$ cat config.mk
export PLATFORM = sky130hd
export DESIGN_NAME = ytr_matrix
export DESIGN_NICKNAME = d
export VERILOG_FILES = /design/src/rtl/core/ytr_pkg.sv /design/src/rtl/core/ytr_matrix.sv
export SDC_FILE = /design/constraint.sdc
export NUM_CORES = 2
export LEC_CHECK = 0
export BUFFER_PORTS_ARGS = -buffer_cell sky130_fd_sc_hd__buf_2
export CORE_MARGIN = 3
export CORE_UTILIZATION = 55
export DETAILED_ROUTE_END_ITERATION = 12
export PLACE_DENSITY = 0.71
export RECOVER_POWER = 50
export SYNTH_ARGS = -nofsm -noshare
export SYNTH_HDL_FRONTEND = slang
export SYNTH_SLANG_ARGS = --single-unit
export TNS_END_PERCENT = 30
$ cat constraint.sdc
create_clock -name clk -period 12.4 [get_ports clk]
set_clock_uncertainty 0.15 [all_clocks]
set_input_delay 2.48 -clock clk [delete_from_list [all_inputs] [get_ports clk]]
set_output_delay 2.48 -clock clk [all_outputs]
set_load 0.1 [all_outputs]
$ cat src/rtl/core/ytr_pkg.sv
// ----------------------------------------------------------------------------
// ytr_pkg: shared types, codes and arithmetic helpers
// Pixel and result structs, register codes, divisor and reciprocal tables
// for sample normalization, matrix coefficients and small divide helpers.
// ----------------------------------------------------------------------------
package ytr_pkg;

  // Pipeline depth of each part, in register stages
  localparam int LAT_IN     = 1;
  localparam int LAT_NORM   = 4;
  localparam int LAT_MAT    = 2;
  localparam int DIV_STAGES = 8;
  localparam int LAT_ALPHA  = DIV_STAGES + 2;
  localparam int LAT_OUT    = 2;
  localparam int LAT_TOTAL  = LAT_IN + LAT_NORM + LAT_MAT + LAT_ALPHA + LAT_OUT;

  // Sample depth codes; the spare code counts as 12 bits
  localparam logic [1:0] DEPTH_8    = 2'd0;
  localparam logic [1:0] DEPTH_10   = 2'd1;
  localparam logic [1:0] DEPTH_12   = 2'd2;
  localparam logic [1:0] DEPTH_RSVD = 2'd3;

  // Alpha depth codes
  localparam logic [1:0] ADEPTH_NONE = 2'd0;
  localparam logic [1:0] ADEPTH_8    = 2'd1;
  localparam logic [1:0] ADEPTH_10   = 2'd2;
  localparam logic [1:0] ADEPTH_12   = 2'd3;

  // Matrix codes
  localparam logic [1:0] MODE_IDENTITY = 2'd0;
  localparam logic [1:0] MODE_BT709    = 2'd1;
  localparam logic [1:0] MODE_BT601    = 2'd2;
  localparam logic [1:0] MODE_BT2020   = 2'd3;

  // Alpha actions; the spare code leaves color alone
  localparam logic [1:0] ACT_LEAVE     = 2'd0;
  localparam logic [1:0] ACT_PREMUL    = 2'd1;
  localparam logic [1:0] ACT_UNPREMUL  = 2'd2;
  localparam logic [1:0] ACT_RSVD      = 2'd3;

  // Register indexes
  localparam logic [2:0] REG_DEPTH       = 3'd0;
  localparam logic [2:0] REG_FULL_RANGE  = 3'd1;
  localparam logic [2:0] REG_MATRIX      = 3'd2;
  localparam logic [2:0] REG_MONO        = 3'd3;
  localparam logic [2:0] REG_ALPHA_DEPTH = 3'd4;
  localparam logic [2:0] REG_ALPHA_FULL  = 3'd5;
  localparam logic [2:0] REG_ALPHA_ACT   = 3'd6;
  localparam logic [2:0] REG_OUT8        = 3'd7;

  typedef struct packed {
    logic [11:0] luma_sample;
    logic [11:0] cb_sample;
    logic [11:0] cr_sample;
    logic [11:0] alpha_level;
  } pix_t;

  typedef struct packed {
    logic [15:0] red;
    logic [15:0] green;
    logic [15:0] blue;
    logic [15:0] alpha_out;
    logic        data_error;
  } res_t;

  typedef struct packed {
    logic [16:0] kr;
    logic [16:0] kgb;
    logic [16:0] kgr;
    logic [16:0] kb;
  } coef_t;

  // Normalization divisor for a depth and range
  function automatic logic [11:0] norm_den(input logic [1:0] bits_code, input logic full,
                                           input logic chroma);
    logic [11:0] d;
    priority if (full) begin
      case (bits_code)
        DEPTH_8:  d = 12'd255;
        DEPTH_10: d = 12'd1023;
        default:  d = 12'd4095;
      endcase
    end else if (chroma) begin
      case (bits_code)
        DEPTH_8:  d = 12'd224;
        DEPTH_10: d = 12'd896;
        default:  d = 12'd3584;
      endcase
    end else begin
      case (bits_code)
        DEPTH_8:  d = 12'd219;
        DEPTH_10: d = 12'd876;
        default:  d = 12'd3504;
      endcase
    end
    return d;
  endfunction

  // floor(2^32 / norm_den), same selection
  function automatic logic [24:0] norm_recip(input logic [1:0] bits_code, input logic full,
                                             input logic chroma);
    logic [24:0] m;
    priority if (full) begin
      case (bits_code)
        DEPTH_8:  m = 25'd16843009;
        DEPTH_10: m = 25'd4198404;
        default:  m = 25'd1048832;
      endcase
    end else if (chroma) begin
      case (bits_code)
        DEPTH_8:  m = 25'd19173961;
        DEPTH_10: m = 25'd4793490;
        default:  m = 25'd1198372;
      endcase
    end else begin
      case (bits_code)
        DEPTH_8:  m = 25'd19611722;
        DEPTH_10: m = 25'd4902930;
        default:  m = 25'd1225732;
      endcase
    end
    return m;
  endfunction

  function automatic coef_t mat_coef(input logic [1:0] mode);
    coef_t k;
    unique case (mode)
      MODE_IDENTITY, MODE_BT709: k = '{17'd103206, 17'd12276, 17'd30679, 17'd121609};
      MODE_BT601:                k = '{17'd91881,  17'd22553, 17'd46802, 17'd116130};
      MODE_BT2020:               k = '{17'd96639,  17'd10784, 17'd37444, 17'd123299};
    endcase
    return k;
  endfunction

  function automatic logic [15:0] clamp16(input logic signed [21:0] v);
    logic [15:0] c;
    priority if (v <= 22'sd0) begin
      c = 16'd0;
    end else if (v >= 22'sd65535) begin
      c = 16'hFFFF;
    end else begin
      c = v[15:0];
    end
    return c;
  endfunction

  // floor(x / 65535) for results that fit 16 bits
  function automatic logic [15:0] div65535(input logic [31:0] x);
    logic [32:0] s;
    logic [16:0] q0;
    logic [33:0] r;
    s  = {1'b0, x} + {17'd0, x[31:16]};
    q0 = s[32:16];
    r  = {2'b0, x} + {17'd0, q0} - {1'b0, q0, 16'd0};
    if (r >= 34'd65535) begin
      q0 = q0 + 17'd1;
    end
    return q0[15:0];
  endfunction

  // One restoring division step: {quotient bit, new remainder}
  function automatic logic [16:0] div_step(input logic [15:0] rem, input logic nbit,
                                           input logic [15:0] d);
    logic [16:0] t;
    logic [16:0] res;
    t = {rem, nbit};
    if (t >= {1'b0, d}) begin
      res = {1'b1, 16'(t - {1'b0, d})};
    end else begin
      res = {1'b0, t[15:0]};
    end
    return res;
  endfunction

endpackage

$ cat src/rtl/core/ytr_matrix.sv
// ----------------------------------------------------------------------------
// ytr_matrix: color matrix
// Forms red, green and blue from normalized luma and chroma through the
// selected coefficients, identity or luma copy. Two register stages.
// ----------------------------------------------------------------------------
module ytr_matrix (
  input  logic               clk,
  input  logic signed [21:0] y,
  input  logic signed [21:0] cb,
  input  logic signed [21:0] cr,
  input  logic [1:0]         matrix_mode,
  input  logic               monochrome,
  output logic [15:0]        red,
  output logic [15:0]        green,
  output logic [15:0]        blue
);

  ytr_pkg::coef_t     k;
  logic signed [17:0] cbs;
  logic signed [17:0] crs;

  logic signed [35:0] p_r;
  logic signed [35:0] p_gb;
  logic signed [35:0] p_gr;
  logic signed [35:0] p_b;
  logic [15:0]        yc;
  logic [15:0]        id_r;
  logic [15:0]        id_b;

  logic signed [37:0] yf;
  logic [15:0]        m_r;
  logic [15:0]        m_g;
  logic [15:0]        m_b;

  function automatic logic [15:0] rnd_clamp(input logic signed [37:0] s);
    logic signed [37:0] t;
    logic [15:0]        c;
    t = (s + 38'sd32768) >>> 16;
    priority if (s <= 38'sd0) begin
      c = 16'd0;
    end else if (t > 38'sd65535) begin
      c = 16'hFFFF;
    end else begin
      c = t[15:0];
    end
    return c;
  endfunction

  always_comb begin
    k   = ytr_pkg::mat_coef(matrix_mode);
    cbs = cb[17:0];
    crs = cr[17:0];
  end

  // Stage 1: coefficient products
  always_ff @(posedge clk) begin
    p_r  <= $signed({1'b0, k.kr})  * crs;
    p_gb <= $signed({1'b0, k.kgb}) * cbs;
    p_gr <= $signed({1'b0, k.kgr}) * crs;
    p_b  <= $signed({1'b0, k.kb})  * cbs;
    yc   <= ytr_pkg::clamp16(y);
    id_r <= ytr_pkg::clamp16(cr);
    id_b <= ytr_pkg::clamp16(cb);
  end

  // Stage 2: sum, round, clamp and pick the mode
  always_comb begin
    yf  = $signed({6'd0, yc, 16'd0});
    m_r = rnd_clamp(yf + 38'(p_r));
    m_g = rnd_clamp(yf - 38'(p_gb) - 38'(p_gr));
    m_b = rnd_clamp(yf + 38'(p_b));
  end

  always_ff @(posedge clk) begin
    priority if (monochrome) begin
      red   <= yc;
      green <= yc;
      blue  <= yc;
    end else if (matrix_mode == ytr_pkg::MODE_IDENTITY) begin
      red   <= id_r;
      green <= yc;
      blue  <= id_b;
    end else begin
      red   <= m_r;
      green <= m_g;
      blue  <= m_b;
    end
  end

endmodule

==> results.sh <==
export IMPL_status="complete, but fails checks"
export IMPL_violations="max-capacitance violations, max-slew violations"
export IMPL_cts_sinks=240
export IMPL_cts_root_buf="clkbuf_16"
export IMPL_htreeDepth=1
export IMPL_fmax_mhz=90.1
export IMPL_synth_commonest_cells="inv_1, fa_1, ha_1"
export IMPL_yosysMostFrequentCell="inv_1"
export IMPL_cts_tree="built"
export IMPL_crit_fanout=47
export IMPL_final_net_count=6450
export IMPL_synth_cell_types=103
export IMPL_core_rowCount=104
export IMPL_ys_seq_area_share_pct=10.6
export IMPL_hpwl_um=111000
export IMPL_critPathMostFrequentCell="fa_1"
export IMPL_initial_core_util_pct=55.9
export IMPL_via_per_inst=5.65
export IMPL_relSlewSlack_pct=-31.1
export IMPL_setup_tns_ns=0
export IMPL_yosysTopAreaCell="fa_1"
export IMPL_syn2layout_area_growth_pct=6.10
export IMPL_overflow=0
export IMPL_critical_path_top_delay_family="adder cells"
export IMPL_tightest_slew_ns=1.95
export IMPL_wl_um=129000
export IMPL_maxSlewViolCount=112
export IMPL_grt_first_pass_wirelength_um=201000
export IMPL_ys_ff_latch=240
export IMPL_timing_critical_path_buf_inv=3
export IMPL_core_area_um2=81100
export IMPL_yosysWarnings=0
export IMPL_grt_max_degree=53
export IMPL_ctsHoldBuffers=0
export IMPL_placedCellCount=5920
export IMPL_fin_crit_sh_pct=89.5
export IMPL_die_h_um=293
export IMPL_crit_slowest_cell="clkbuf_1"
export IMPL_rsz0062_at_grt="no"
export IMPL_antenna_found_initial=13
export IMPL_cap_violations=4
export IMPL_clkSlewWorstSetupHoldPaths_ns=0.06
export IMPL_synth_cells=4796
export IMPL_period_needed_ns=11.10
export IMPL_io_pins=118
export IMPL_arrival_ns=11.43
export IMPL_setup_viol=0
export IMPL_crit_type="in2reg"
export IMPL_synth_edf_count=0
export IMPL_cts_resized_gates=0
export IMPL_cp_depth=23
export IMPL_vias=33800
export IMPL_place_congestion=0.990
export IMPL_endpoint_kind="register"
export IMPL_post_cts_buffers=0
export IMPL_wire_per_inst_um=21.6
export IMPL_initialDrtViolationCount=2668
export IMPL_drc_errors=0
export IMPL_n_fill_cell=6958
export IMPL_grt_pass1_vias=34800
export IMPL_synth_top_area_share_pct=35.0
export IMPL_ff2ff_path_depth=14
export IMPL_drive_gt1_share_pct=4.19
export IMPL_critPathLaunchType="input pin"
export IMPL_worstHoldPathCells=2
export IMPL_min_path_type="reg2reg"
export IMPL_reg2reg_slack_ns=5.06
export IMPL_die_w_um=293
export IMPL_dieArea_um2=85800
export IMPL_avgSynthCellArea_um2=9.44
export IMPL_dr_pass1_iters=5
export IMPL_synth_area_top_cells="fa_1, ha_1, dfxtp_1"
export IMPL_hold_viol=0
export IMPL_slowest_delay_ns=1.37
export IMPL_drtAntennaViolNets=0
export IMPL_cts_buffers_inserted=29
export IMPL_portBuffers=117
export IMPL_clk_latency_ns=0.61
export IMPL_required_ns=12.73
export IMPL_synthFlopType="dfxtp_1"
export IMPL_grtUsageTotal_pct=30.4
export IMPL_cts_buffer_depth=3
export IMPL_async_reset_ff_share_pct=0
export IMPL_synth_area_um2=45300
export IMPL_finalNonFillerCells=5979
export IMPL_crit_chain="buf_4, clkbuf_1, nand2_1, or2_2, fa_1, inv_1, fa_1, ha_1, fa_1, fa_1, fa_1, ha_1, a21oi_1, nor2b_1, o21ai_0, nand2b_1, a221oi_1, a311oi_1, nor2_1, a311oi_1, a211oi_1, a31oi_1, xor2_1"
cell families (layout without fill, tap and decap cells):
family                   after synthesis  count (layout)  share of synthesized area, %
multiplexers                           3               3                        0.0691
AO/OA/AOI/OAI                        710             710                          10.7
AND/OR/NAND/NOR                      858             858                          9.78
adder cells (fa/ha/maj)             1489            1489                          54.3
buffers and inverters               1304            1408                          10.9
flip-flops                           240             240                          10.6
other                                  2              21                        0.0166
XOR/XNOR                             190             190                          3.68
cell usage in the layout (no fill, tap or decap), types with 21 or more instances in the layout:
cell type	count
inv_1	1221
fa_1	792
ha_1	697
dfxtp_1	240
nand2_1	203
a21oi_1	195
nor2_1	183
xnor2_1	134
o21ai_0	99
o21a_1	82
buf_2	65
nand3_1	60
nor3_1	58
a21o_1	58
clkbuf_1	58
xor2_1	56
and3_1	49
nand2b_1	47
and2_1	44
nand4_1	39
nor2b_1	35
a211oi_1	32
o31ai_1	32
a31oi_1	31
clkbuf_16	29
nor4_1	28
or2_2	27
o21bai_1	21
final cells by class:
class / instances / area [um^2] / share of cell area, %
diodes: 5 / 12.5 / 0.0260
repair buffers: 132 / 626 / 1.30
inverters: 1222 / 4590 / 9.55
multi-input cells: 3266 / 35600 / 74.0
flip-flops and latches: 240 / 4800 / 10.0
clock inverters: 20 / 362 / 0.753
well taps: 1060 / 1330 / 2.76
clock buffers: 34 / 754 / 1.57
worst paths after layout:
| kind | start | to |
|---|---|---|
| worst max register to register | yc[0]$_SDFF_PP0_ | red[13]$_DFF_P_ |
| worst max-delay path | matrix_mode[1] | p_r[34]$_DFF_P_ |
| worst min-delay path | id_b[11]$_SDFF_PP0_ | blue[11]$_DFF_P_ |
| worst min register to register | id_b[11]$_SDFF_PP0_ | blue[11]$_DFF_P_ |
routing by layer:
metal	global-route usage [%]	share of wire, %	vias to the layer above
met5	0	0.059	-
met4	8.80	3.3	12
met3	6.81	9.5	232
met2	46.6	43	1411
met1	43.6	44	16600
li1	-	-	15500
worst register-to-register path, cell delays in order, from the launching register on:
cell and delay [ns]:
dfxtp_1 0.94, ha_1 0.39, inv_1 0.08, fa_1 0.41, nor2b_1 0.22, o31ai_1 0.15
a2111oi_0 1.18, o21ai_0 0.30, a41oi_1 0.52, nand3_1 0.20, o21ai_0 0.25, o21ai_0 0.13
a21oi_1 1.25, and2b_2 0.34, a311oi_2 0.65
stage by stage:
step	cell area [um^2]	setup slack (ns)	utilization, %	hold WS (ns)
floorplan	45300	2.58	-	0.319
global placement	47000	1.62	58.0	0.410
detailed placement	47000	1.54	58.0	0.411
CTS	48100	2.11	59.4	0.433
global route	48000	0.924	59.3	0.447
finish	48000	1.30	59.3	0.432
registers in the layout, indices dropped and copies added, names as in the netlist:
register	cells
green	16
p_gb	36
blue	16
red	16
p_gr	36
id_r	16
p_r	36
id_b	16
yc	16
p_b	36
Power is left out: the tool's default activity adds up to more than one toggle a clock period on the data nets, which glitch-free logic cannot reach.
