**config.mk**
```make
export PLATFORM = sky130hd
export DESIGN_NAME = ytr_norm
export DESIGN_NICKNAME = d
export VERILOG_FILES = /design/src/rtl/core/ytr_pkg.sv /design/src/rtl/core/ytr_norm.sv
export SDC_FILE = /design/constraint.sdc
export NUM_CORES = 2
export LEC_CHECK = 0
export BUFFER_PORTS_ARGS = -buffer_cell sky130_fd_sc_hd__clkbuf_2
export CELL_PAD_IN_SITES_DETAIL_PLACEMENT = 0
export CELL_PAD_IN_SITES_GLOBAL_PLACEMENT = 1
export CORE_ASPECT_RATIO = 1.2
export CORE_MARGIN = 2
export CORE_UTILIZATION = 57
export DETAILED_ROUTE_END_ITERATION = 10
export PLACE_DENSITY = 0.92
export SLEW_MARGIN = 25
export SYNTH_ARGS = -nofsm -noshare
export SYNTH_HDL_FRONTEND = slang
export SYNTH_SLANG_ARGS = --single-unit
```
**constraint.sdc**
```tcl
create_clock -name clk -period 12.2 [get_ports clk]
set_input_delay 0.61 -clock clk [delete_from_list [all_inputs] [get_ports clk]]
set_output_delay 0.61 -clock clk [all_outputs]
set_load 0.03 [all_outputs]
```
**src/rtl/core/ytr_pkg.sv**
```systemverilog
// ----------------------------------------------------------------------------
// ytr_pkg: shared types, codes and arithmetic helpers
// Pixel and result structs, register codes, divisor and reciprocal tables
// for sample normalization, matrix coefficients and small divide helpers.
// ----------------------------------------------------------------------------
package ytr_pkg;

  // Pipeline depth of each part, in register stages
  localparam int LAT_IN     = 1;
  localparam int LAT_NORM   = 4;
  localparam int LAT_MAT    = 2;
  localparam int DIV_STAGES = 8;
  localparam int LAT_ALPHA  = DIV_STAGES + 2;
  localparam int LAT_OUT    = 2;
  localparam int LAT_TOTAL  = LAT_IN + LAT_NORM + LAT_MAT + LAT_ALPHA + LAT_OUT;

  // Sample depth codes; the spare code counts as 12 bits
  localparam logic [1:0] DEPTH_8    = 2'd0;
  localparam logic [1:0] DEPTH_10   = 2'd1;
  localparam logic [1:0] DEPTH_12   = 2'd2;
  localparam logic [1:0] DEPTH_RSVD = 2'd3;

  // Alpha depth codes
  localparam logic [1:0] ADEPTH_NONE = 2'd0;
  localparam logic [1:0] ADEPTH_8    = 2'd1;
  localparam logic [1:0] ADEPTH_10   = 2'd2;
  localparam logic [1:0] ADEPTH_12   = 2'd3;

  // Matrix codes
  localparam logic [1:0] MODE_IDENTITY = 2'd0;
  localparam logic [1:0] MODE_BT709    = 2'd1;
  localparam logic [1:0] MODE_BT601    = 2'd2;
  localparam logic [1:0] MODE_BT2020   = 2'd3;

  // Alpha actions; the spare code leaves color alone
  localparam logic [1:0] ACT_LEAVE     = 2'd0;
  localparam logic [1:0] ACT_PREMUL    = 2'd1;
  localparam logic [1:0] ACT_UNPREMUL  = 2'd2;
  localparam logic [1:0] ACT_RSVD      = 2'd3;

  // Register indexes
  localparam logic [2:0] REG_DEPTH       = 3'd0;
  localparam logic [2:0] REG_FULL_RANGE  = 3'd1;
  localparam logic [2:0] REG_MATRIX      = 3'd2;
  localparam logic [2:0] REG_MONO        = 3'd3;
  localparam logic [2:0] REG_ALPHA_DEPTH = 3'd4;
  localparam logic [2:0] REG_ALPHA_FULL  = 3'd5;
  localparam logic [2:0] REG_ALPHA_ACT   = 3'd6;
  localparam logic [2:0] REG_OUT8        = 3'd7;

  typedef struct packed {
    logic [11:0] luma_sample;
    logic [11:0] cb_sample;
    logic [11:0] cr_sample;
    logic [11:0] alpha_level;
  } pix_t;

  typedef struct packed {
    logic [15:0] red;
    logic [15:0] green;
    logic [15:0] blue;
    logic [15:0] alpha_out;
    logic        data_error;
  } res_t;

  typedef struct packed {
    logic [16:0] kr;
    logic [16:0] kgb;
    logic [16:0] kgr;
    logic [16:0] kb;
  } coef_t;

  // Normalization divisor for a depth and range
  function automatic logic [11:0] norm_den(input logic [1:0] bits_code, input logic full,
                                           input logic chroma);
    logic [11:0] d;
    priority if (full) begin
      case (bits_code)
        DEPTH_8:  d = 12'd255;
        DEPTH_10: d = 12'd1023;
        default:  d = 12'd4095;
      endcase
    end else if (chroma) begin
      case (bits_code)
        DEPTH_8:  d = 12'd224;
        DEPTH_10: d = 12'd896;
        default:  d = 12'd3584;
      endcase
    end else begin
      case (bits_code)
        DEPTH_8:  d = 12'd219;
        DEPTH_10: d = 12'd876;
        default:  d = 12'd3504;
      endcase
    end
    return d;
  endfunction

  // floor(2^32 / norm_den), same selection
  function automatic logic [24:0] norm_recip(input logic [1:0] bits_code, input logic full,
                                             input logic chroma);
    logic [24:0] m;
    priority if (full) begin
      case (bits_code)
        DEPTH_8:  m = 25'd16843009;
        DEPTH_10: m = 25'd4198404;
        default:  m = 25'd1048832;
      endcase
    end else if (chroma) begin
      case (bits_code)
        DEPTH_8:  m = 25'd19173961;
        DEPTH_10: m = 25'd4793490;
        default:  m = 25'd1198372;
      endcase
    end else begin
      case (bits_code)
        DEPTH_8:  m = 25'd19611722;
        DEPTH_10: m = 25'd4902930;
        default:  m = 25'd1225732;
      endcase
    end
    return m;
  endfunction

  function automatic coef_t mat_coef(input logic [1:0] mode);
    coef_t k;
    unique case (mode)
      MODE_IDENTITY, MODE_BT709: k = '{17'd103206, 17'd12276, 17'd30679, 17'd121609};
      MODE_BT601:                k = '{17'd91881,  17'd22553, 17'd46802, 17'd116130};
      MODE_BT2020:               k = '{17'd96639,  17'd10784, 17'd37444, 17'd123299};
    endcase
    return k;
  endfunction

  function automatic logic [15:0] clamp16(input logic signed [21:0] v);
    logic [15:0] c;
    priority if (v <= 22'sd0) begin
      c = 16'd0;
    end else if (v >= 22'sd65535) begin
      c = 16'hFFFF;
    end else begin
      c = v[15:0];
    end
    return c;
  endfunction

  // floor(x / 65535) for results that fit 16 bits
  function automatic logic [15:0] div65535(input logic [31:0] x);
    logic [32:0] s;
    logic [16:0] q0;
    logic [33:0] r;
    s  = {1'b0, x} + {17'd0, x[31:16]};
    q0 = s[32:16];
    r  = {2'b0, x} + {17'd0, q0} - {1'b0, q0, 16'd0};
    if (r >= 34'd65535) begin
      q0 = q0 + 17'd1;
    end
    return q0[15:0];
  endfunction

  // One restoring division step: {quotient bit, new remainder}
  function automatic logic [16:0] div_step(input logic [15:0] rem, input logic nbit,
                                           input logic [15:0] d);
    logic [16:0] t;
    logic [16:0] res;
    t = {rem, nbit};
    if (t >= {1'b0, d}) begin
      res = {1'b1, 16'(t - {1'b0, d})};
    end else begin
      res = {1'b0, t[15:0]};
    end
    return res;
  endfunction

endpackage

```
**src/rtl/core/ytr_norm.sv**
```systemverilog
// ----------------------------------------------------------------------------
// ytr_norm: sample normalizer
// Scales one sample to 16-bit units for full or limited range, luma or
// chroma offset, rounding half away from zero. Four register stages.
// ----------------------------------------------------------------------------
module ytr_norm (
  input  logic               clk,
  input  logic [11:0]        sample,
  input  logic [1:0]         bits_code,
  input  logic               full,
  input  logic               chroma,
  output logic signed [21:0] value
);

  logic [2:0]         sh;
  logic [12:0]        off;
  logic signed [13:0] diff;
  logic               neg;
  logic [12:0]        mag;
  logic [11:0]        den;
  logic [28:0]        x;

  logic [28:0] s1_x;
  logic        s1_neg;
  logic [11:0] s1_den;
  logic [24:0] s1_m;

  logic [53:0] prod;
  logic [20:0] s2_q0;
  logic [28:0] s2_x;
  logic        s2_neg;
  logic [11:0] s2_den;

  logic [32:0] s3_qd;
  logic [20:0] s3_q0;
  logic [28:0] s3_x;
  logic        s3_neg;
  logic [11:0] s3_den;

  logic [32:0] rem;
  logic [20:0] q;

  always_comb begin
    unique case (bits_code)
      ytr_pkg::DEPTH_8:  sh = 3'd0;
      ytr_pkg::DEPTH_10: sh = 3'd2;
      default:           sh = 3'd4;
    endcase
    priority if (chroma) begin
      off = 13'd128 << sh;
    end else if (full) begin
      off = 13'd0;
    end else begin
      off = 13'd16 << sh;
    end
    diff = $signed({2'b00, sample}) - $signed({1'b0, off});
    neg  = diff[13];
    mag  = neg ? 13'(-diff) : diff[12:0];
    den  = ytr_pkg::norm_den(bits_code, full, chroma);
    x    = {mag, 16'd0} - {16'd0, mag} + {18'd0, den[11:1]};
  end

  // Stage 1: magnitude times 65535 plus half divisor
  always_ff @(posedge clk) begin
    s1_x   <= x;
    s1_neg <= neg;
    s1_den <= den;
    s1_m   <= ytr_pkg::norm_recip(bits_code, full, chroma);
  end

  // Stage 2: reciprocal estimate, low by at most one
  assign prod = s1_x * s1_m;

  always_ff @(posedge clk) begin
    s2_q0  <= prod[52:32];
    s2_x   <= s1_x;
    s2_neg <= s1_neg;
    s2_den <= s1_den;
  end

  // Stage 3: back-multiply the estimate
  always_ff @(posedge clk) begin
    s3_qd  <= s2_q0 * s2_den;
    s3_q0  <= s2_q0;
    s3_x   <= s2_x;
    s3_neg <= s2_neg;
    s3_den <= s2_den;
  end

  // Stage 4: correct and restore sign
  always_comb begin
    rem = {4'd0, s3_x} - s3_qd;
    q   = s3_q0 + {20'd0, (rem >= {21'd0, s3_den})};
  end

  always_ff @(posedge clk) begin
    value <= s3_neg ? -$signed({1'b0, q}) : $signed({1'b0, q});
  end

endmodule

```
==> impl_summary.md <==
Die
The boundary pin count is 39. The region available for standard cell placement spans 0.0659 mm². The starting density of the core is 0.576.

The width of the die is 239 µm. The die covers 0.0686 mm². The count of standard-cell rows is 103. The die height is 286 µm.

Clock tree
The tree is rooted in a clkbuf_16. The deepest clock path buffer count is 3. The level count of the clock H-tree is 1. The CTS tree is done. The clock reaches the later pin of the worst-skew pair after 0.59 ns. The sink count of the clock tree is 234.

The clock input transition at the sequential cells of the worst setup and hold paths is 0.06 ns. The number of gates resized after cts is 0. The total clock buffers created by CTS is 29. The number of post-CTS setup repair buffers is 0. The post-cts hold buffer count is 0.

Critical path
The cell with the largest stage delay on the worst path is dfxtp_1. The worst stage delay on the critical path is 0.95 ns. The endpoint type of the worst setup path is a flop. In this run the worst setup path terminates at s2_q0[20]$_DFF_P_. The most critical setup path has its startpoint at s1_x[24]$_DFF_P_.

In this run the worst path has a maximum fanout of 19. The nature of the critical path startpoint is a flop. The register-to-register setup slack is 4.22 ns.

The worst flop-to-flop path endpoint is s2_q0[20]$_DFF_P_. The worst reg-to-reg path cell count is 24. The most frequent cell on the critical path is fa_1. The data arrival time of the worst path is 8.45 ns. The setup path with the least slack is of type reg2reg. The worst register-to-register path begins at s1_x[24]$_DFF_P_.

The critical path goes through and2_1 -> fa_1 -> fa_1 -> inv_1 -> fa_1 -> fa_1 -> inv_1 -> fa_1 -> fa_1 -> inv_1 -> fa_1 -> inv_1 -> ha_1 -> a21o_1 -> a211o_1 -> a311o_1 -> a22oi_1 -> nand2_1 -> a21o_1 -> a31oi_1 -> a21oi_1 -> a21oi_1 -> o21bai_1 -> xnor2_1. Data on the critical path is required at its endpoint by 12.67 ns.

Route
The ratio of routed vias to standard cells is 5.42. The routed layout has 26,800 vias. For this run, design rule violations remaining after detail routing come to 0. The post-detailed-route count of antenna-violating nets is 0. The final layout contains routed wiring with a total length of 95.9 mm. For this block, the initial DRC count from the detailed router was 1,901. The average routed wire per standard cell is 19.4 µm.

The number of iterations in the first detailed-routing pass is 6.

Timing
The accumulated negative setup slack is 0 ns. The highest attainable clock frequency is 0.125 GHz. The total count of max-transition violations in the final report is 0. The share of the clock period used by the worst path after layout is 0.654. The count of final hold-check violations is 0. Setup violations remaining at the end of the flow were counted as 0. The relative slew slack is 0.294.

The slew at the pin closest to its max-slew limit is 1.06 ns. The clock period minus final worst setup slack is 7.98 ns. The worst clock skew is 0.0150 ns. Setup repair after global routing left no endpoint under its margin.

Yosys
For this run, asynchronously set or reset flops after synthesis account for 0. The count of different cell masters after synthesis is 68. The number of synthesized flops with an enable pin is 0. The average instance in the mapped netlist occupies 9.32 µm². After synthesis the cells add up to 0.0379 mm². The synthesized flop and latch total is 234. Yosys printed 0 warnings. The share of the yosys chip area belonging to registers is 0.124. The most instantiated flip-flop cell in the synthesis netlist is dfxtp_1. The number of cells produced by synthesis is 4,068.

The post-synth net total is 5,210.

Job
Max-cap violations in this run came to 0.

Hold path
The type of the most critical hold path is reg2reg. Counting instances, the worst hold path has a depth of 0.

Layout
Of the cells placed in the final design, the portion with a size suffix greater than 1 is 0.0341. The layout-stage area growth over the synthesis result is 5.37%. The leading cell type in the layout, fill and taps excluded is inv_1. In the layout the commonest cells are inv_1, fa_1, and2_1. The final net count is 5,171.

GRT
The pin count of the biggest net entering global routing is 31. In the global route stage, overall resource usage came out at 0.295. The initial antenna violation count is 4. The total overflow left after global routing is 0. The first global-routing pass estimated 156 mm of wire.

The via count of the first global-routing pass is 29,500.

Placement
The global placer's final weighted congestion is 0.955. In this run the tool buffered the top-level ports with 38 buffer cells. Detailed placement ended at an HPWL of 79.4 mm.

Status
The run finished with clean final reports.
synth_stat cells, types with 11 or more instances:
master | n | area share
and2_1 | 448 | 0.074
and3_1 | 12 | 0.0020
clkbuf_1 | 140 | 0.014
dfxtp_1 | 234 | 0.12
o21bai_1 | 12 | 0.0024
fa_1 | 779 | 0.41
a21o_1 | 42 | 0.0083
ha_1 | 346 | 0.11
a21oi_1 | 102 | 0.013
nor2_1 | 90 | 0.0089
nand2b_1 | 18 | 0.0030
xnor2_1 | 104 | 0.024
inv_1 | 1000 | 0.099
nand4_1 | 16 | 0.0026
nand2_1 | 379 | 0.038
nand3_1 | 33 | 0.0044
o21a_1 | 22 | 0.0044
nor3_1 | 29 | 0.0038
o211ai_1 | 11 | 0.0022
xor2_1 | 41 | 0.0095
o21ai_0 | 66 | 0.0087
nor2b_1 | 19 | 0.0031
per-layer routing:
| layer | GRT usage | vias up | part of all wire |
|---|---|---|---|
| met3 | 0.0412 | 263 | 0.074 |
| met1 | 0.370 | 13500 | 0.38 |
| li1 | - | 12100 | - |
| met4 | 0.137 | 0 | 0.055 |
| met5 | 0 | - | 0 |
| met2 | 0.505 | 999 | 0.49 |
sequential cells by signal (all words and copies together) (netlist names):
name,cells
s1_x,29
s3_q0,21
s1_neg,1
s1_m,17
s3_qd,33
s3_x,29
s2_x,29
s1_den,10
s2_neg,1
s3_den,10
s2_den,10
s3_neg,1
value,22
s2_q0,21
worst min-delay path by stage:
stage | from | to
finish | s2_x[27]$_DFF_P_ | s3_x[27]$_DFF_P_
floorplan | s1_den[1]$_DFF_P_ | s2_den[1]$_DFF_P_
CTS | bits_code[0] | s1_m[0]$_DFF_P_
global placement | s1_den[1]$_DFF_P_ | s2_den[1]$_DFF_P_
detailed placement | s1_den[7]$_DFF_P_ | s2_den[7]$_DFF_P_
global route | s2_x[0]$_DFF_P_ | s3_x[0]$_DFF_P_
worst max-delay path: cells and delay by family (launching register included):
family	cells	cell delay, ns
and+or+nand+nor	2	0.62
adders and majority gates	8	3.84
AOI/OAI and AO/OA	9	2.09
xor gates and xnor gates	1	0.13
buffers and inverters	4	0.22
DFF	1	0.95
cells by family (layout without fill, tap and decap cells):
group / after synthesis / count (layout) / share of synthesized area
AOI/OAI and AO/OA: 344 / 344 / 0.0581
xor gates and xnor gates: 145 / 145 / 0.0335
adders and majority gates: 1125 / 1125 / 0.526
buffers and inverters: 1142 / 1126 / 0.113
DFF: 234 / 234 / 0.124
muxes: 4 / 4 / 0.00106
other: 1 / 2 / 0.0000989
and+or+nand+nor: 1073 / 1073 / 0.145
through the flow:
stage	std cells	instance area, µm²	util	hold slack, ns	worst slack (ns)
finish	4945	39900	0.607	0.325	4.22
global route	4944	39900	0.607	0.330	3.93
CTS	4944	39900	0.606	0.322	4.25
detailed placement	4890	38900	0.591	0.312	4.27
global placement	4890	38900	0.591	0.310	4.36
floorplan	4068	37900	-	0.310	5.39
layout make-up:
type                       instances  area, µm²
tap                              892       1120
multi-input combinational       2692      28900
clock buffer                      33        751
fill                            5662      25900
antenna                            1       2.50
sequential                       234       4690
inverter                        1000       3750
clock inverter                    21        249
timing repair buffer              72        445
Power is left out: the tool's default activity adds up to more than one toggle a clock period on the data nets, which glitch-free logic cannot reach.
